--- config.mk ---
export PLATFORM = sky130hd
export DESIGN_NAME = num2w_queue
export DESIGN_NICKNAME = d
export VERILOG_FILES = /design/src/design/num2w_pkg.sv /design/src/design/num2w_queue.sv
export SDC_FILE = /design/constraint.sdc
export NUM_CORES = 1
export LEC_CHECK = 0
export ABC_AREA = 1
export BUFFER_PORTS_ARGS = -buffer_cell sky130_fd_sc_hd__buf_4
export CORE_ASPECT_RATIO = 0.7
export CORE_MARGIN = 1
export CORE_UTILIZATION = 51
export CTS_CLUSTER_DIAMETER = 40
export DETAILED_ROUTE_END_ITERATION = 7
export HOLD_SLACK_MARGIN = 0.12
export PLACE_DENSITY = 0.78
export SLEW_MARGIN = 5
export SYNTH_ARGS = -nofsm -noshare
export SYNTH_HDL_FRONTEND = slang
export SYNTH_SLANG_ARGS = --single-unit
export TNS_END_PERCENT = 20
--- constraint.sdc ---
create_clock -name clk -period 3.9 [get_ports clk]
set_input_delay 0.39 -clock clk [delete_from_list [all_inputs] [get_ports clk]]
set_output_delay 0.39 -clock clk [all_outputs]
set_load 0.05 [all_outputs]
--- src/design/num2w_pkg.sv ---
package num2w_pkg;

  // Decimal digits of a 32-bit number, least significant digit at index 0.
  localparam int NumDigits = 10;
  localparam int PosWidth  = $clog2(NumDigits);
  localparam int LastPos   = NumDigits - 1;

  // Width used for the digit-weight compares; 9 * 10^9 needs 34 bits.
  localparam int WeightWidth = 36;

  // Slots of the spoken sequence: four groups of six slots each.
  localparam int NumGroups     = 4;
  localparam int SlotsPerGroup = 6;
  localparam int NumSlots      = NumGroups * SlotsPerGroup;
  localparam int SlotWidth     = $clog2(NumSlots);

  // Slot positions inside one group.
  localparam int SlotHundDigit = 0;
  localparam int SlotHundWord  = 1;
  localparam int SlotAnd       = 2;
  localparam int SlotTens      = 3;
  localparam int SlotOnes      = 4;
  localparam int SlotScale     = 5;

  // Group numbers, most significant first.
  localparam int GroupBillion  = 0;
  localparam int GroupMillion  = 1;
  localparam int GroupThousand = 2;
  localparam int GroupUnits    = 3;

  // Queue between the digit splitter and the token sequencer.
  localparam int QueueDepth = 2;
  localparam int QueuePtrW  = $clog2(QueueDepth);

  typedef logic [3:0] digit_t;
  typedef digit_t [NumDigits-1:0] digits_t;
  typedef logic [5:0] token_t;

  localparam token_t TokZero     = 6'd0;
  localparam token_t TokTeenBase = 6'd10;
  localparam token_t TokTensBase = 6'd18;
  localparam token_t TokHundred  = 6'd28;
  localparam token_t TokThousand = 6'd29;
  localparam token_t TokMillion  = 6'd30;
  localparam token_t TokBillion  = 6'd31;
  localparam token_t TokAnd      = 6'd32;

  // Weight of one decimal position.
  function automatic logic [WeightWidth-1:0] pow10(input logic [PosWidth-1:0] pos);
    logic [WeightWidth-1:0] w;
    case (pos)
      4'd0:    w = 36'd1;
      4'd1:    w = 36'd10;
      4'd2:    w = 36'd100;
      4'd3:    w = 36'd1000;
      4'd4:    w = 36'd10000;
      4'd5:    w = 36'd100000;
      4'd6:    w = 36'd1000000;
      4'd7:    w = 36'd10000000;
      4'd8:    w = 36'd100000000;
      4'd9:    w = 36'd1000000000;
      default: w = '0;
    endcase
    return w;
  endfunction

endpackage

--- src/design/num2w_queue.sv ---
module num2w_queue
  import num2w_pkg::*;
(
  input  logic    clk,
  input  logic    rst,
  input  logic    push,
  input  digits_t push_data,
  output logic    full,
  input  logic    pop,
  output digits_t pop_data,
  output logic    empty
);

  digits_t                entries [QueueDepth];
  logic [QueuePtrW-1:0]   wr_ptr;
  logic [QueuePtrW-1:0]   rd_ptr;
  logic [QueuePtrW:0]     count;

  assign full     = (count == (QueuePtrW+1)'(QueueDepth));
  assign empty    = (count == '0);
  assign pop_data = entries[rd_ptr];

  // Pointers and fill count.
  always_ff @(posedge clk) begin
    if (rst) begin
      wr_ptr <= '0;
      rd_ptr <= '0;
      count  <= '0;
    end else begin
      if (push) begin
        wr_ptr <= wr_ptr + 1'b1;
      end
      if (pop) begin
        rd_ptr <= rd_ptr + 1'b1;
      end
      if (push && !pop) begin
        count <= count + 1'b1;
      end else if (pop && !push) begin
        count <= count - 1'b1;
      end
    end
  end

  // Entry storage.
  always_ff @(posedge clk) begin
    if (push) begin
      entries[wr_ptr] <= push_data;
    end
  end

endmodule

==> results of run 1 <==
## layout make-up
type                            instances  area (µm²)  area share
Tap cell                               75        93.8      0.0231
Inverter                                9        33.8     0.00832
Clock inverter                          5         100      0.0246
Clock buffer                           10         128      0.0314
Sequential cell                        85        2500       0.616
Timing Repair Buffer                   87         653       0.161
Multi-Input combinational cell         59         551       0.136
## cell families (layout without fill, tap and decap cells)
family / after synthesis / after routing / share of synthesized area
and+or+nand+nor: 15 / 15 / 0.0196
adders and majority gates: 1 / 1 / 0.00400
buffers and inverters: 13 / 111 / 0.0252
xor gates and xnor gates: 1 / 1 / 0.00280
AOI/OAI and AO/OA: 2 / 2 / 0.00320
muxes: 40 / 40 / 0.144
DFF: 85 / 85 / 0.801
## path summary, 6_finish.rpt
kind / startpoint / end / slack (ns)
setup / recovery: flip-flop / pop_data[8] / 1.54
setup reg to reg: wr_ptr / entries[0][25] / 2.18
hold / removal: push_data[26] / entries[0][26] / 0.23
hold reg to reg: wr_ptr / wr_ptr / 0.55
## power by group
part           internal [W]  switching, W
Sequential          0.00105     0.0000290
Combinational      0.000136      0.000238
Clock              0.000420      0.000285
Total               0.00161      0.000551
## per-layer routing
layer	track usage	routed length [µm]	vias to the layer above
li1	-	-	781
met1	0.227	2420	826
met2	0.276	2470	76
met3	0.0946	527	4
met4	0.0392	31	0
met5	0	0	-
## flip-flops by register name (all words and copies together), names as in the netlist, named ones only
register and flops:
count 2, rd_ptr 1, entries 80, wr_ptr 1
## critical path: stages, from the launching register on
cell and delay, ns:
dfxtp_2 0.97, mux2_2 0.44, buf_4 0.19
## metrics by stage
stage	cells	area, µm²	worst slack (ns)
2_1_floorplan	157	3120	1.35
3_3_place_gp	315	3830	1.89
3_5_place_dp	315	3830	1.90
4_1_cts	330	4060	1.50
5_1_grt	330	4060	1.43
6_report	330	4060	1.54
## cell usage in the layout, fill, tap and decap left out, drive strengths merged
cell	Yosys	final
a21oi	1	1
buf	4	87
bufinv	0	3
clkbuf	0	10
clkinv	0	3
dfxtp	5	5
edfxtp	80	80
ha	1	1
inv	9	8
mux2	40	40
nand2	5	5
nand3	1	1
nand4	1	1
nor2	7	7
nor3	1	1
o21ai	1	1
xnor2	1	1
==> flow_metrics.tcl, run 1 <==
set metrics [dict create \
    tritoncts "built" \
    area_growth_pct 30.0 \
    die_x_um 95.6 \
    via_per_inst 5.11 \
    clkSinkCount 85 \
    synth_cells 157 \
    synth_ff_type "edfxtp_1" \
    hold_buffers 0 \
    worst_hold_slack_ns 0.226 \
    wl_per_cell_um 16.5 \
    syn_area_per_cell_um2 19.9 \
    period_share 0.604 \
    reg2regPathDepth 2 \
    wl_um 5450 \
    async_flop_share 0 \
    grt_pass1_wl_um 8020 \
    fill_cells 400 \
    grt-ovfl-total 0 \
    synth.area.top_cells "edfxtp_1, mux2_2, dfxtp_1" \
    dr.pass1.iters 4 \
    slew_violations 0 \
    fmaxAchievable_mhz 424 \
    hold_viol_final 0 \
    cts_setup_buffers 0 \
    insertion_delay_ns 0.34 \
    cp-end-kind "primary output" \
    synth.most_common_cell "edfxtp_1" \
    status "finished, final reports clean" \
    ios 86 \
    synth_area_leader_cell "edfxtp_1" \
    clk_path_buf_depth 2 \
    start_kind "flip-flop" \
    cp.arrival_ns 1.97 \
    antenna_found_initial 0 \
    numPortBuffers 85 \
    num_rows 23 \
    crit_fanout 40 \
    cts.htree.levels 3 \
    relSlewSlack 0.353 \
    ys_types 14 \
    cts-resized-gates 0 \
    cts_buffers 9 \
    ys_ff_latch 85 \
    ant_nets 0 \
    initial_core_util 0.537 \
    clk_pin_slew_ns 0.08 \
    layout-drive-gt1-share 0.561 \
    yosys.area.top_type_share 0.769 \
    hold_path.class "primary input to flip-flop" \
    worst_ir_drop_vdd_v 0.000402 \
    synth_common_cells "edfxtp_1, mux2_2, inv_1" \
    cellPowerDensity_mw_per_mm2 532 \
    synth_area_mm2 0.00312 \
    fin_nets 296 \
    grt_pass1_vias 1645 \
    path_class "flip-flop to primary output" \
    cts-root-buf "clkbuf_8" \
    synth_edf_count 80 \
    drv_cap 0 \
    grt_max_degree 41 \
    ys_warn_count 0 \
    dpl.hpwl_um 3450 \
    die_area_mm2 0.00645 \
    post-route-util 0.699 \
    rsz0062_at_grt "no" \
    syn_nets 202 \
    tightest_slew_ns 0.971 \
    via_count 1687 \
    place_congestion 0.721 \
    diodes 0 \
    fin_worst_skew_ns 0.00409 \
    core-area_mm2 0.00581 \
    synth-seq-area-share 0.801 \
    power_w 0.00216 \
    initialDrtViolationCount 77 \
    whs_path_depth 1 \
    route.detailed.drc 0 \
    fin_crit_ns 2.36 \
    p_leak_nw 1.56 \
    cp.required_ns 3.51 \
    setup_violations 0 \
    globalRouteTotalUtil 0.179 \
    die_h_um 67.5 \
    tns_ns 0 \
]
Note: power is estimated with default switching activity, not from simulation.
==> inputs of run 2 (changes only) <==
--- a/config.mk
+++ b/config.mk
@@ -5,15 +5,15 @@
 export SDC_FILE = /design/constraint.sdc
 export NUM_CORES = 1
 export LEC_CHECK = 0
-export ABC_AREA = 1
+export ABC_AREA = 0
 export BUFFER_PORTS_ARGS = -buffer_cell sky130_fd_sc_hd__buf_4
 export CORE_ASPECT_RATIO = 0.7
 export CORE_MARGIN = 1
-export CORE_UTILIZATION = 51
+export CORE_UTILIZATION = 46
 export CTS_CLUSTER_DIAMETER = 40
 export DETAILED_ROUTE_END_ITERATION = 7
 export HOLD_SLACK_MARGIN = 0.12
-export PLACE_DENSITY = 0.78
+export PLACE_DENSITY = 0.75
 export SLEW_MARGIN = 5
 export SYNTH_ARGS = -nofsm -noshare
 export SYNTH_HDL_FRONTEND = slang
==> constraint.sdc (replaced) <==
create_clock -name clk -period 2.16 [get_ports clk]
set_input_delay 0.216 -clock clk [delete_from_list [all_inputs] [get_ports clk]]
set_output_delay 0.216 -clock clk [all_outputs]
set_load 0.05 [all_outputs]
==> flow_metrics.tcl, run 2 <==
set metrics [dict create \
    slew_violations 0 \
    via_count 1724 \
    layout-drive-gt1-share 0.517 \
    synth_area_mm2 0.00308 \
    rsz0062_at_grt "no" \
    synth_common_cells "edfxtp_1, mux2_2, dfxtp_1, nor2_1, buf_2" \
    crit_fanout 30 \
    core-area_mm2 0.00634 \
    clkSinkCount 85 \
    insertion_delay_ns 0.35 \
    pwr-share-seq 0.504 \
    hold_path.class "primary input to flip-flop" \
    ys_types 15 \
    drv_cap 0 \
    crit_buf_inv 2 \
    synth_edf_count 80 \
    synth.most_common_cell "edfxtp_1" \
    crit_slowest_cell "dfxtp_2" \
    cp.required_ns 1.94 \
    synth-seq-area-share 0.812 \
    grt_pass1_vias 1797 \
    cellPowerDensity_mw_per_mm2 861 \
    dpl.hpwl_um 3680 \
    largest-register "entries" \
    setup_ws_ns 0.261 \
    tns_ns 0 \
    route.detailed.drc 0 \
    hold_viol_final 0 \
    tightest_slew_ns 0.538 \
    wl_um 5970 \
    cts.htree.levels 3 \
    p_leak_nw 1.71 \
    internal_power_w 0.00280 \
    cpPeakStageDelay_ns 0.50 \
    fin_nets 328 \
    cts-root-buf "clkbuf_8" \
    dpl.cell_count 322 \
    fill_cells 414 \
    seqCellArea_mm2 0.00250 \
    dr.pass1.iters 4 \
    grt-ovfl-total 0 \
    ios 86 \
    wl_per_cell_um 15.8 \
    setup_violations 0 \
    tritoncts "built" \
    clk_path_buf_depth 2 \
    met1Wirelength_um 2600 \
    cts_setup_buffers 0 \
    fin_worst_skew_ns 0.0101 \
    relSlewSlack 0.640 \
    die_h_um 70.5 \
    synth_cells 146 \
    crit_chain "buf_12, mux2_2, buf_4" \
    stdcell_count 379 \
    synth_area_leader_cell "edfxtp_1" \
    dp_slack_ns 0.644 \
    start_kind "flip-flop" \
    die_area_mm2 0.00703 \
    largest_reg_flops 80 \
    async_flop_share 0 \
    cts-resized-gates 0 \
    power_frac_comb 0.213 \
    worst_ir_drop_vdd_v 0.000421 \
    critPathTopFamily "flip-flops" \
    ys_warn_count 0 \
    multi_input_area_um2 563 \
    layout_common_cells "buf_4, edfxtp_1, dlygate4sd3_1" \
    period_share 0.879 \
    path_class "flip-flop to primary output" \
    via_per_inst 4.55 \
    cts_buffers 9 \
    num_rows 24 \
    reg_top3 "entries x80, count x2" \
    diodes 0 \
    netSwitchingFraction 0.277 \
    numPortBuffers 85 \
    clk_pin_slew_ns 0.08 \
    fmaxAchievable_mhz 527 \
    area_growth_pct 46.1 \
    final_common_cell "buf_4" \
    wl_met3_um 405 \
    fin_crit_ns 1.90 \
    min_from "pop" \
    ys_ff_latch 85 \
    grt_max_degree 31 \
    yosys.area.top_type_share 0.780 \
    grt_pass1_wl_um 8850 \
    syn_nets 191 \
    cp-end-kind "primary output" \
    synth.area.top_cells "edfxtp_1, mux2_2, dfxtp_1" \
    initial_core_util 0.486 \
    status "finished, final reports clean" \
    cp.arrival_ns 1.68 \
    place_congestion 0.655 \
    synth_ff_type "edfxtp_1" \
    globalRouteTotalUtil 0.180 \
    syn_area_per_cell_um2 21.1 \
    initialDrtViolationCount 57 \
    met2_wirelength_um 2920 \
    antenna_found_initial 0 \
    r2r-start "wr_ptr" \
    top_layer "met4" \
    ant_nets 0 \
    clkPwrFrac 0.283 \
    power_switching_w 0.00107 \
    die_x_um 99.8 \
]
run 2: logic make-up after synthesis:
| logic type | Yosys count | share of synthesized area |
|---|---|---|
| flops | 85 | 0.812 |
| buf+inv | 5 | 0.00772 |
| mux | 40 | 0.146 |
| compound gates | 2 | 0.00325 |
| xor+xnor | 4 | 0.0114 |
| simple gates | 9 | 0.0150 |
| fa+ha+maj | 1 | 0.00406 |
run 2: layout make-up:
cell class / instances / area share
Clock buffer: 10 / 0.0306
Tap cell: 91 / 0.0253
Clock inverter: 6 / 0.0139
Timing Repair Buffer: 130 / 0.248
Sequential cell: 85 / 0.556
Inverter: 1 / 0.000834
Multi-Input combinational cell: 56 / 0.125
run 2: power groups by stage:
stage                     Combinational [W]  Clock [W]  Sequential [W]
after global routing               0.000862    0.00118         0.00196
after detailed placement           0.000766          0         0.00199
after CTS                          0.000829    0.00112         0.00195
after floorplan                    0.000510          0         0.00198
after global placement             0.000758          0         0.00199
final                              0.000826    0.00110         0.00195
run 2: through the flow:
step / total power, W / instance area, µm² / util / hold WS (ns)
after floorplan: 0.00248 / 3080 / - / 0.285
after global placement: 0.00274 / 3890 / 0.614 / 0.401
after detailed placement: 0.00276 / 3890 / 0.614 / 0.404
after CTS: 0.00390 / 4500 / 0.710 / 0.123
after global routing: 0.00401 / 4500 / 0.710 / 0.147
final: 0.00388 / 4500 / 0.710 / 0.140
run 2: worst min-delay path: stages:
cell and delay (ns):
buf_4 0.10, xnor2_1 0.07, nor2_1 0.07
run 2: path summary, 6_finish.rpt:
check | endpoint | slack, ns | depth (start not counted)
worst min-delay path | rd_ptr | 0.14 | 3
worst max-delay path | pop_data[12] | 0.26 | 3
worst max register to register | entries[1][34] | 0.69 | 2
worst min register to register | count[1] | 0.52 | 2
run 2: what timing repair did:
item | CTS | global route
hold endpoints to repair | 85 | 0
hold buffers | 41 | 0
endpoints found under the setup margin | 0 | 0
run 2: routing by layer:
| layer | up-vias | track usage |
|---|---|---|
| li1 | 839 | - |
| met1 | 810 | 0.207 |
| met2 | 71 | 0.303 |
| met3 | 4 | 0.0881 |
| met4 | 0 | 0.0392 |
| met5 | - | 0 |
