### src/design/num2w_pkg.sv
package num2w_pkg;

  // Decimal digits of a 32-bit number, least significant digit at index 0.
  localparam int NumDigits = 10;
  localparam int PosWidth  = $clog2(NumDigits);
  localparam int LastPos   = NumDigits - 1;

  // Width used for the digit-weight compares; 9 * 10^9 needs 34 bits.
  localparam int WeightWidth = 36;

  // Slots of the spoken sequence: four groups of six slots each.
  localparam int NumGroups     = 4;
  localparam int SlotsPerGroup = 6;
  localparam int NumSlots      = NumGroups * SlotsPerGroup;
  localparam int SlotWidth     = $clog2(NumSlots);

  // Slot positions inside one group.
  localparam int SlotHundDigit = 0;
  localparam int SlotHundWord  = 1;
  localparam int SlotAnd       = 2;
  localparam int SlotTens      = 3;
  localparam int SlotOnes      = 4;
  localparam int SlotScale     = 5;

  // Group numbers, most significant first.
  localparam int GroupBillion  = 0;
  localparam int GroupMillion  = 1;
  localparam int GroupThousand = 2;
  localparam int GroupUnits    = 3;

  // Queue between the digit splitter and the token sequencer.
  localparam int QueueDepth = 2;
  localparam int QueuePtrW  = $clog2(QueueDepth);

  typedef logic [3:0] digit_t;
  typedef digit_t [NumDigits-1:0] digits_t;
  typedef logic [5:0] token_t;

  localparam token_t TokZero     = 6'd0;
  localparam token_t TokTeenBase = 6'd10;
  localparam token_t TokTensBase = 6'd18;
  localparam token_t TokHundred  = 6'd28;
  localparam token_t TokThousand = 6'd29;
  localparam token_t TokMillion  = 6'd30;
  localparam token_t TokBillion  = 6'd31;
  localparam token_t TokAnd      = 6'd32;

  // Weight of one decimal position.
  function automatic logic [WeightWidth-1:0] pow10(input logic [PosWidth-1:0] pos);
    logic [WeightWidth-1:0] w;
    case (pos)
      4'd0:    w = 36'd1;
      4'd1:    w = 36'd10;
      4'd2:    w = 36'd100;
      4'd3:    w = 36'd1000;
      4'd4:    w = 36'd10000;
      4'd5:    w = 36'd100000;
      4'd6:    w = 36'd1000000;
      4'd7:    w = 36'd10000000;
      4'd8:    w = 36'd100000000;
      4'd9:    w = 36'd1000000000;
      default: w = '0;
    endcase
    return w;
  endfunction

endpackage

### src/design/num2w_back.sv
module num2w_back
  import num2w_pkg::*;
(
  input  logic    clk,
  input  logic    rst,
  input  logic    q_empty,
  input  digits_t q_data,
  output logic    pop,
  output logic    out_valid,
  input  logic    out_stall,
  output token_t  word_token,
  output logic    last_token
);

  logic [NumSlots-1:0] slot_valid;
  token_t              slot_code [NumSlots];
  logic [NumSlots-1:0] mask;
  token_t              codes [NumSlots];
  logic [NumSlots-1:0] mask_rest;
  logic [SlotWidth-1:0] first;
  digit_t              gh [NumGroups];
  digit_t              gt [NumGroups];
  digit_t              go [NumGroups];
  logic                upper_nz;
  logic                all_zero;
  logic                out_accept;

  // Split the digits into groups of hundreds, tens and ones.
  always_comb begin
    gh[GroupBillion]  = '0;
    gt[GroupBillion]  = '0;
    go[GroupBillion]  = q_data[9];
    gh[GroupMillion]  = q_data[8];
    gt[GroupMillion]  = q_data[7];
    go[GroupMillion]  = q_data[6];
    gh[GroupThousand] = q_data[5];
    gt[GroupThousand] = q_data[4];
    go[GroupThousand] = q_data[3];
    gh[GroupUnits]    = q_data[2];
    gt[GroupUnits]    = q_data[1];
    go[GroupUnits]    = q_data[0];
  end

  assign upper_nz = (q_data[9] != '0) || (q_data[8] != '0) || (q_data[7] != '0) ||
                    (q_data[6] != '0) || (q_data[5] != '0) || (q_data[4] != '0) ||
                    (q_data[3] != '0);
  assign all_zero = !upper_nz && (q_data[2] == '0) && (q_data[1] == '0) &&
                    (q_data[0] == '0);

  // Decide which slots speak and what each one says.
  always_comb begin
    logic   hund_nz;
    logic   rest_nz;
    logic   group_nz;
    logic   joined;
    token_t scale;
    for (int g = 0; g < NumGroups; g++) begin
      hund_nz  = (gh[g] != '0);
      rest_nz  = (gt[g] != '0) || (go[g] != '0);
      group_nz = hund_nz || rest_nz;
      joined   = hund_nz || ((g == GroupUnits) && upper_nz);
      case (g)
        GroupBillion:  scale = TokBillion;
        GroupMillion:  scale = TokMillion;
        GroupThousand: scale = TokThousand;
        default:       scale = TokZero;
      endcase

      slot_valid[g*SlotsPerGroup + SlotHundDigit] = hund_nz;
      slot_code[g*SlotsPerGroup + SlotHundDigit]  = {2'b00, gh[g]};
      slot_valid[g*SlotsPerGroup + SlotHundWord]  = hund_nz;
      slot_code[g*SlotsPerGroup + SlotHundWord]   = TokHundred;
      slot_valid[g*SlotsPerGroup + SlotAnd]       = joined && rest_nz;
      slot_code[g*SlotsPerGroup + SlotAnd]        = TokAnd;

      // Tens word, or a teen word that covers both digits.
      slot_valid[g*SlotsPerGroup + SlotTens] = (gt[g] != '0);
      if (gt[g] == 4'd1) begin
        slot_code[g*SlotsPerGroup + SlotTens] = TokTeenBase + {2'b00, go[g]};
      end else begin
        slot_code[g*SlotsPerGroup + SlotTens] = TokTensBase + {2'b00, gt[g]};
      end

      // Ones word; zero alone speaks as the units ones slot.
      slot_valid[g*SlotsPerGroup + SlotOnes] = ((gt[g] != 4'd1) && (go[g] != '0)) ||
                                               ((g == GroupUnits) && all_zero);
      slot_code[g*SlotsPerGroup + SlotOnes]  = {2'b00, go[g]};

      slot_valid[g*SlotsPerGroup + SlotScale] = group_nz && (g != GroupUnits);
      slot_code[g*SlotsPerGroup + SlotScale]  = scale;
    end
  end

  // Lowest pending slot is the next token.
  always_comb begin
    first = '0;
    for (int s = NumSlots - 1; s >= 0; s--) begin
      if (mask[s]) begin
        first = SlotWidth'(s);
      end
    end
  end

  assign mask_rest  = mask & (mask - 1'b1);
  assign out_valid  = (mask != '0);
  assign word_token = codes[first];
  assign last_token = (mask_rest == '0);
  assign out_accept = out_valid && !out_stall;
  assign pop        = !q_empty && (!out_valid || (out_accept && last_token));

  // Pending slot mask.
  always_ff @(posedge clk) begin
    if (rst) begin
      mask <= '0;
    end else if (pop) begin
      mask <= slot_valid;
    end else if (out_accept) begin
      mask <= mask_rest;
    end
  end

  // Token codes of the item being spoken.
  always_ff @(posedge clk) begin
    if (pop) begin
      codes <= slot_code;
    end
  end

endmodule

### config.mk
export PLATFORM = sky130hd
export DESIGN_NAME = num2w_back
export DESIGN_NICKNAME = d
export VERILOG_FILES = /design/src/design/num2w_pkg.sv /design/src/design/num2w_back.sv
export SDC_FILE = /design/constraint.sdc
export NUM_CORES = 1
export LEC_CHECK = 0
export BUFFER_PORTS_ARGS = -buffer_cell sky130_fd_sc_hd__buf_2
export CORE_MARGIN = 8
export CORE_UTILIZATION = 40
export DETAILED_ROUTE_END_ITERATION = 8
export GPL_TIMING_DRIVEN = 0
export PLACE_DENSITY_LB_ADDON = 0.08
export SYNTH_ARGS = -nofsm -noshare
export SYNTH_HDL_FRONTEND = slang
export SYNTH_SLANG_ARGS = --single-unit
### constraint.sdc
create_clock -name clk -period 9.6 [get_ports clk]
set_clock_uncertainty 0.15 [all_clocks]
set_input_delay 1.44 -clock clk [delete_from_list [all_inputs] [get_ports clk]]
set_output_delay 1.44 -clock clk [all_outputs]
set_load 0.03 [all_outputs]
==> results.txt, run 1 <==
Status -> completed
Critical path capture point type -> primary output
Vias in the first global route -> 3,276
Register-to-Register Setup Slack -> 5.94 ns
Via-to-Cell Ratio -> 5.80
Initial Util -> 41.3%
CP startpoint kind -> register
Pwr Density -> 364 mW/mm^2
Reg-to-reg startpoint -> mask[5]
Post-synth ARST share -> 0%
IO buf count -> 50
Leak pwr -> 1.60 nW
Post-synth EDFFs -> 46
Remaining antenna violation count -> 0
FF-to-FF End -> codes[103]
Highest metal used -> met4
Diode count -> 0
Commonest non-fill, non-tap cell in the layout -> buf_2
Die area -> 0.0129 sq mm
Vias -> 3,348
Buf/Inv on CP -> 3
GRT Util Overall -> 17.9%
CTS Buffer Depth -> 2
Crit-path cells -> clkbuf_1 > nor4_4 > buf_2 > and2_1 > a31oi_1 > nor4_2 > nand3_2 > o31a_1 > nor2_4 > buf_2
Setup TNS -> 0 ns
Detailed Route WL -> 11,400 microns
Main flop type after synthesis -> edfxtp_1
Worst hold start -> mask[23]
Initial antenna violation count -> 0
Core area -> 0.00924 sq mm
CTS-repair resized insts -> 0
Number of synthesized register bits -> 66
Library cells used by synthesis -> 67
Avg Cell Area, Syn -> 10.1 sq um
Drt drc -> 0
Worst path slowest cell -> nor4_4
Fin nets -> 496
Post-DP HPWL -> 8380 microns
CTS Sinks -> 66
Yosys top cell by area -> edfxtp_1
Fmax -> 194 MHz
H-tree depth -> 3
CP max stage delay -> 0.44 ns
Worst-Margin Slew -> 0.847 ns
Slew Viols, Final -> 0
Most common cell on crit path -> buf_2
Final Hold Viols -> 0
Worst Slack Setup Final -> 4.45 ns
Register area -> 0.00178 sq mm
Design area -> 0.00449 sq mm
Post-CTS Setup Repair Bufs -> 0
Layout fillers -> 883
Final Setup Violations -> 0
Worst hold margin -> 0.410 ns
Met3 WL -> 592 microns
Clock Latency Late Sink -> 0.34 ns
Cell family with most CP delay -> simple AND/OR/NAND/NOR gates
Seq/Total Area, Yosys -> 46.6%
Data required, critical path -> 8.01 ns
CTS Buf Count -> 9
Placed cell areas -> 0.00426 sq mm
Yosys top cell area share -> 36.2%
Syn_nets -> 433
Grt ovf -> 0
Final period util -> 53.7%
Arr. time, crit path -> 3.56 ns
Rel. slew slack -> 42.7%
P&R area growth vs syn -> 17.5%
Most frequent cells in the layout -> buf_2, edfxtp_1, nor2_1, o21ai_0, nand2_1
Hold_buf cts -> 0
Pre-antenna DRT Iters -> 5
Worst reg2reg path depth -> 10
RSZ-0062 raised after global routing -> no
I/O pin total -> 53
Hold Crit Depth -> 1
Die Width -> 114 microns
Area of the multi-input gates -> 0.00191 sq mm
Syn Inst Count -> 380
Met1 wire length -> 5620 microns
Met2 WL -> 4980 microns
Clock Root Buffer -> clkbuf_8
Worst Hold Class -> reg2reg
Hold worst-path end -> mask[23]
Tmin final -> 5.15 ns
Routed length per instance -> 19.8 microns
Worst VDD drop -> 0.143 mV
Die Y-Extent -> 114 microns
CTS tree -> done
Maximum fanout along the worst path -> 16
Pin count of the biggest net entering global routing -> 33
Drt initial violations -> 277
Post-synthesis instance area -> 0.00382 sq mm
Post-place setup slack -> 4.85 ns
Routability congestion estimate -> 0.887
First-pass GRT wire length -> 17,800 microns
Clk pin slew, worst setup/hold paths -> 0.07 ns
Row count -> 35
Max-cap violations -> 0
Synth area leaders -> edfxtp_1, dfxtp_1, o21ai_0
Critical path class -> reg2out
Yosys warning count -> 0
Share of cells above drive strength 1 -> 22.1%
## how the worst max path moves through the flow
stage                        start             to  slack (ns)  cells past startpoint
final                      mask[5]            pop        4.45                     10
after detailed placement  mask[22]  word_token[0]        4.85                      8
after global placement     mask[5]            pop        2.28                     10
after floorplan            mask[8]            pop        3.61                      8
after global routing       mask[5]            pop        4.31                     10
after CTS                 mask[14]  word_token[0]        4.44                      9
## area by class of cell
| type | instances | area share, % |
|---|---|---|
| Multi-Input combinational cell | 282 | 42.5 |
| Sequential cell | 66 | 39.7 |
| Timing Repair Buffer | 52 | 6.13 |
| Tap cell | 129 | 3.60 |
| Clock buffer | 9 | 2.76 |
| Clock inverter | 7 | 2.26 |
| Buffer | 22 | 2.20 |
| Inverter | 10 | 0.836 |
## power breakdown
group | internal, mW | switching (mW) | leakage, nW
Sequential | 0.429 | 0.0534 | 0.586
Combinational | 0.298 | 0.591 | 0.903
Clock | 0.148 | 0.117 | 0.106
Total | 0.875 | 0.761 | 1.60
## flip-flops by register name, summed over array words and instances (netlist names)
| name | flops |
|---|---|
| mask | 20 |
| codes | 46 |
## metrics by stage
step	total power, mW	util (%)	std cells
floorplan	1.10	-	380
CTS	1.63	48.5	576
finish	1.64	48.6	577
global route	1.74	48.6	577
detailed placement	1.36	46.1	560
global placement	1.35	45.8	559
## logic make-up (layout without fill, tap and decap cells)
family	count (synthesis)	count (layout)	synth area share [%]
adders and majority gates	10	10	3.24
muxes	6	6	1.70
DFF	66	66	46.6
buffers and inverters	32	100	3.57
and+or+nand+nor	133	133	19.3
xor gates and xnor gates	4	4	0.917
AOI/OAI and AO/OA	129	129	24.6
## Yosys cell counts (all sizes together), types with 10 or more instances
master	instances
edfxtp	46
nor2	30
o21ai	30
nand2	25
a21oi	21
dfxtp	20
nand3	17
nor3	16
clkbuf	13
nor4	13
a31oi	11
inv	10
## per-layer routing
layer / vias to the layer above / track usage, %
li1: 1646 / -
met1: 1574 / 25.3
met2: 112 / 25.7
met3: 16 / 4.07
met4: 0 / 6.66
met5: - / 0
Power figures use the tool's default switching activity.
==> inputs of run 2 (changes only) <==
==> constraint.sdc (replaced) <==
create_clock -name clk -period 4.27 [get_ports clk]
set_clock_uncertainty 0.15 [all_clocks]
set_input_delay 0.6405 -clock clk [delete_from_list [all_inputs] [get_ports clk]]
set_output_delay 0.6405 -clock clk [all_outputs]
set_load 0.03 [all_outputs]
==> run 2 against run 1 <==
Critical path depth unchanged. Sequential cell count unchanged. Global-route usage up 0.48 points. Clock power up 120%. Worst hold slack worse by 0.080 ns. Critical endpoint is now word_token[1]. Final cell count up 0.35%. Largest cell class unchanged. Power up 130%.
==> results.txt, run 2 (same netlist as run 1, synthesis figures left out) <==
Status -> completed
Largest Register -> codes
Sequential share of power -> 29.5%
Die area -> 0.0129 sq mm
Drt drc -> 0
Die Y-Extent -> 114 microns
Initial Util -> 41.3%
Leak pwr -> 1.59 nW
Drt initial violations -> 376
Biggest regs -> codes x46, mask x20
Pin count of the biggest net entering global routing -> 24
Vias -> 3,424
Switch share -> 46.8%
Vias in the first global route -> 3,258
Clk pin slew, worst setup/hold paths -> 0.07 ns
Layer with the highest usage -> met2
P&R area growth vs syn -> 17.5%
Diode count -> 0
Rel. slew slack -> 28.0%
Gate power share -> 54.9%
Tmin final -> 4.06 ns
RSZ-0062 raised after global routing -> no
Fin nets -> 498
Most frequent cells in the layout -> buf_2, edfxtp_1, nor2_1, o21ai_0, nand2_1
Maximum fanout along the worst path -> 10
I/O pin total -> 53
Grt ovf -> 0
CTS tree -> done
Routed length per instance -> 20.2 microns
First-pass GRT wire length -> 18,100 microns
Clock Root Buffer -> clkbuf_8
Critical path class -> reg2out
Data required, critical path -> 3.48 ns
Share of cells above drive strength 1 -> 22.4%
Via-to-Cell Ratio -> 5.91
Worst Hold Class -> in2reg
Flip-flop count of the largest register after layout -> 46
CTS Buf Count -> 9
NetSw -> 1.73 mW
Post-DP HPWL -> 8290 microns
Commonest non-fill, non-tap cell in the layout -> buf_2
Met3 Track Usage GR -> 4.60%
Pre-antenna DRT Iters -> 6
Int Pwr -> 1.96 mW
Fmax -> 246 MHz
Clock Latency Late Sink -> 0.35 ns
Pwr Density -> 822 mW/mm^2
Worst VDD drop -> 0.438 mV
Worst hold margin -> 0.330 ns
CP startpoint kind -> register
Placed cell areas -> 0.00424 sq mm
Slew Viols, Final -> 0
Clock power share -> 15.7%
Remaining antenna violation count -> 0
Routability congestion estimate -> 0.892
Core area -> 0.00924 sq mm
Final period util -> 95.1%
Critical path capture point type -> primary output
Final Setup Violations -> 0
Grt met1 use -> 25.7%
Die Width -> 114 microns
Met2 Use GR -> 26.3%
GRT Util Overall -> 18.3%
CTS Buffer Depth -> 2
Detailed Route WL -> 11,700 microns
Row count -> 35
Design area -> 0.00449 sq mm
H-tree depth -> 3
Final Hold Viols -> 0
Max-cap violations -> 0
Arr. time, crit path -> 3.27 ns
Worst-Margin Slew -> 1.08 ns
Initial antenna violation count -> 0
IO buf count -> 50
CTS Sinks -> 66
## run 2: changes by cell type in the layout (fill, tap and decap cells not counted)
cell and change:
nor4_2 +1, clkinv_1 +1, buf_2 -1, buf_4 +2
buf_12 -1, clkinv_4 -2, nor2_2 +2, nor4_1 -1
clkinv_2 +1
## run 2: final cells by class
| class | instances | area [sq um] |
|---|---|---|
| clock inverters | 7 | 92.6 |
| repair buffers | 52 | 265 |
| plain buffers | 22 | 98.8 |
| flip-flops and latches | 66 | 1780 |
| well taps | 129 | 161 |
| inverters | 10 | 37.5 |
| multi-input cells | 284 | 1930 |
| clock buffers | 9 | 124 |
| fillers | 899 | 4750 |
## run 2: what timing repair did
action                     CTS  global route
setup buffers                1             1
hold buffers                 0             0
cloned                       2             0
pin swaps                    1             1
setup endpoints to repair    3            19
resized for setup            1             0
## run 2: critical path, stage by stage (launching register included)
cell and delay (ns):
dfxtp_1 0.29, buf_2 0.17, or4_1 0.54, a221o_1 0.27, a31oi_1 0.33, o31a_1 0.26
buf_2 0.24, nand3_1 0.10, a221o_1 0.32, o311ai_1 0.11, buf_2 0.27
## run 2: final timing paths
| kind | endpoint | slack, ns | start | depth (start not counted) |
|---|---|---|---|---|
| setup / recovery | word_token[1] | 0.21 | mask[6] | 10 |
| hold / removal | codes[67] | 0.33 | q_data[21] | 1 |
| setup reg to reg | codes[68] | 0.34 | mask[8] | 8 |
| hold reg to reg | mask[23] | 0.40 | mask[23] | 1 |
## run 2: per-stage QoR
stage	utilization (%)	setup WS (ns)	TNS, ns	std cells	power [mW]
final	48.6	0.210	0	579	3.69
after global routing	48.6	0.0163	0	579	3.92
after CTS	48.5	0.120	0	578	3.67
after detailed placement	45.9	-0.313	-0.313	559	3.04
after global placement	45.9	-0.312	-0.312	559	3.04
after floorplan	-	0.526	0	380	2.48
## run 2: metal layers
metal | routed length (microns) | vias up | share of wire [%]
li1 | - | 1647 | -
met2 | 5070 | 146 | 43
met1 | 5590 | 1616 | 48
met3 | 802 | 15 | 6.9
met4 | 238 | 0 | 2.0
met5 | 0 | - | 0
## run 2: power by group through the flow
stage | Sequential [mW] | Clock, mW | Combinational, mW
after floorplan | 1.04 | 0 | 1.45
after global placement | 1.10 | 0 | 1.93
after detailed placement | 1.09 | 0 | 1.95
after CTS | 1.08 | 0.592 | 2.00
after global routing | 1.11 | 0.614 | 2.20
final | 1.09 | 0.579 | 2.02
==> inputs of run 3 (changes only) <==
==> constraint.sdc (replaced) <==
create_clock -name clk -period 4.9 [get_ports clk]
set_clock_uncertainty 0.15 [all_clocks]
set_input_delay 0.735 -clock clk [delete_from_list [all_inputs] [get_ports clk]]
set_output_delay 0.735 -clock clk [all_outputs]
set_load 0.03 [all_outputs]
==> run 3 against run 2 <==
Via count up 0.76%. Die area is the same. Clock power shrank 19%. Clock-buffer cell count unchanged. Worst hold slack better by 0.078 ns. Register-to-register slack improved by 0.90 ns. Core utilization decreased by 0.24 points. Power down 14%. Non-clock buffer count decreased by 1. Critical endpoint is now pop. Largest cell class unchanged. Largest power group unchanged.
==> results.txt, run 3 (same netlist as run 1, synthesis figures left out) <==
Status -> completed
H-tree depth -> 3
Grt ovf -> 0
GRT Util Overall -> 17.8%
CTS-repair resized insts -> 0
Hold Crit Depth -> 1
Final Hold Viols -> 0
Vias in the first global route -> 3,309
Routed length per instance -> 19.6 microns
Routability congestion estimate -> 0.872
Hold worst-path end -> mask[23]
Leak pwr -> 1.59 nW
Maximum fanout along the worst path -> 16
RSZ-0062 raised after global routing -> no
Design Power -> 3.15 mW
Post-DP HPWL -> 8340 microns
Initial antenna violation count -> 0
Post-CTS Setup Repair Bufs -> 0
CP startpoint kind -> register
Worst VDD drop -> 0.333 mV
Post-place setup slack -> 0.832 ns
Critical path capture point type -> primary output
Rel. slew slack -> 36.4%
Pre-antenna DRT Iters -> 5
Via-to-Cell Ratio -> 5.99
Reg-to-reg startpoint -> mask[5]
Slew Viols, Final -> 0
CTS Buffer Depth -> 2
I/O pin total -> 53
Initial Util -> 41.3%
Diode count -> 0
Clk pin slew, worst setup/hold paths -> 0.08 ns
Setup TNS -> 0 ns
Clock Latency Late Sink -> 0.34 ns
Clock Root Buffer -> clkbuf_8
Worst-Margin Slew -> 0.940 ns
Fin nets -> 495
Critical path class -> reg2out
CTS tree -> done
Layer with the highest usage -> met2
Tmin final -> 4.44 ns
Met3 Track Usage GR -> 3.01%
CTS Buf Count -> 9
Worst Slack Setup Final -> 0.457 ns
Cell family with most CP delay -> simple AND/OR/NAND/NOR gates
Grt met1 use -> 25.7%
Die Y-Extent -> 114 microns
Flip-flop count of the largest register after layout -> 46
Fmax -> 225 MHz
Biggest regs -> codes x46, mask x20
First-pass GRT wire length -> 17,900 microns
Row count -> 35
Detailed Route WL -> 11,300 microns
Worst reg2reg path depth -> 10
Vias -> 3,450
Data required, critical path -> 4.01 ns
Core area -> 0.00924 sq mm
IO buf count -> 50
P&R area growth vs syn -> 16.9%
Drt initial violations -> 410
Worst Hold Class -> reg2reg
Final Setup Violations -> 0
Hold_buf cts -> 0
Worst hold start -> mask[23]
Pin count of the biggest net entering global routing -> 33
Final period util -> 90.7%
Commonest non-fill, non-tap cell in the layout -> buf_2
Die Width -> 114 microns
Worst path slowest cell -> nor4_4
Pwr Density -> 706 mW/mm^2
Max-cap violations -> 0
CP max stage delay -> 0.45 ns
Arr. time, crit path -> 3.56 ns
Met2 Use GR -> 25.8%
Register-to-Register Setup Slack -> 1.24 ns
Buf/Inv on CP -> 3
FF-to-FF End -> codes[105]
Crit-path cells -> clkbuf_1 > nor4_4 > buf_2 > and2_1 > a31oi_1 > nor4_2 > nand3_2 > o31a_1 > nor2_4 > buf_2
Remaining antenna violation count -> 0
Drt drc -> 0
Most frequent cells in the layout -> buf_2, edfxtp_1, nor2_1, o21ai_0, nand2_1
CTS Sinks -> 66
Die area -> 0.0129 sq mm
Largest Register -> codes
Most common cell on crit path -> buf_2
Share of cells above drive strength 1 -> 22.1%
-- run 3: how the worst max path moves through the flow --
stage | start | endpoint | slack [ns] | depth (start not counted)
3_5_place_dp | mask[22] | word_token[0] | 0.83 | 8
3_3_place_gp | mask[5] | pop | -0.54 | 10
4_1_cts | mask[22] | word_token[0] | 0.44 | 8
6_report | mask[5] | pop | 0.46 | 10
5_1_grt | mask[5] | pop | 0.24 | 10
2_1_floorplan | mask[8] | pop | 0.49 | 8
-- run 3: power breakdown --
group / leakage [nW] / switching (mW) / internal [mW]
registers: 0.586 / 0.105 / 0.841
clock network: 0.100 / 0.228 / 0.239
logic: 0.899 / 1.16 / 0.582
-- run 3: metal layers --
metal,wire length [microns],up-vias
met1,5480,1669
met5,0,-
met4,158,0
met2,4990,127
li1,-,1642
met3,676,12
-- run 3: cell type report --
cell class              instances  area (sq um)
clock inverters                 7          77.6
clock buffers                   9           124
repair buffers                 51           270
flip-flops and latches         66          1780
fillers                       885          4770
plain buffers                  22          98.8
well taps                     129           161
inverters                      10          37.5
multi-input cells             282          1920
-- run 3: through the flow --
stage	instance area [sq um]	hold WS, ns	std cells	utilization (%)
after floorplan	3820	0.357	380	-
after global placement	4230	0.380	559	45.8
after detailed placement	4260	0.391	560	46.1
after CTS	4460	0.401	576	48.3
after global routing	4470	0.409	576	48.3
final	4470	0.408	576	48.3
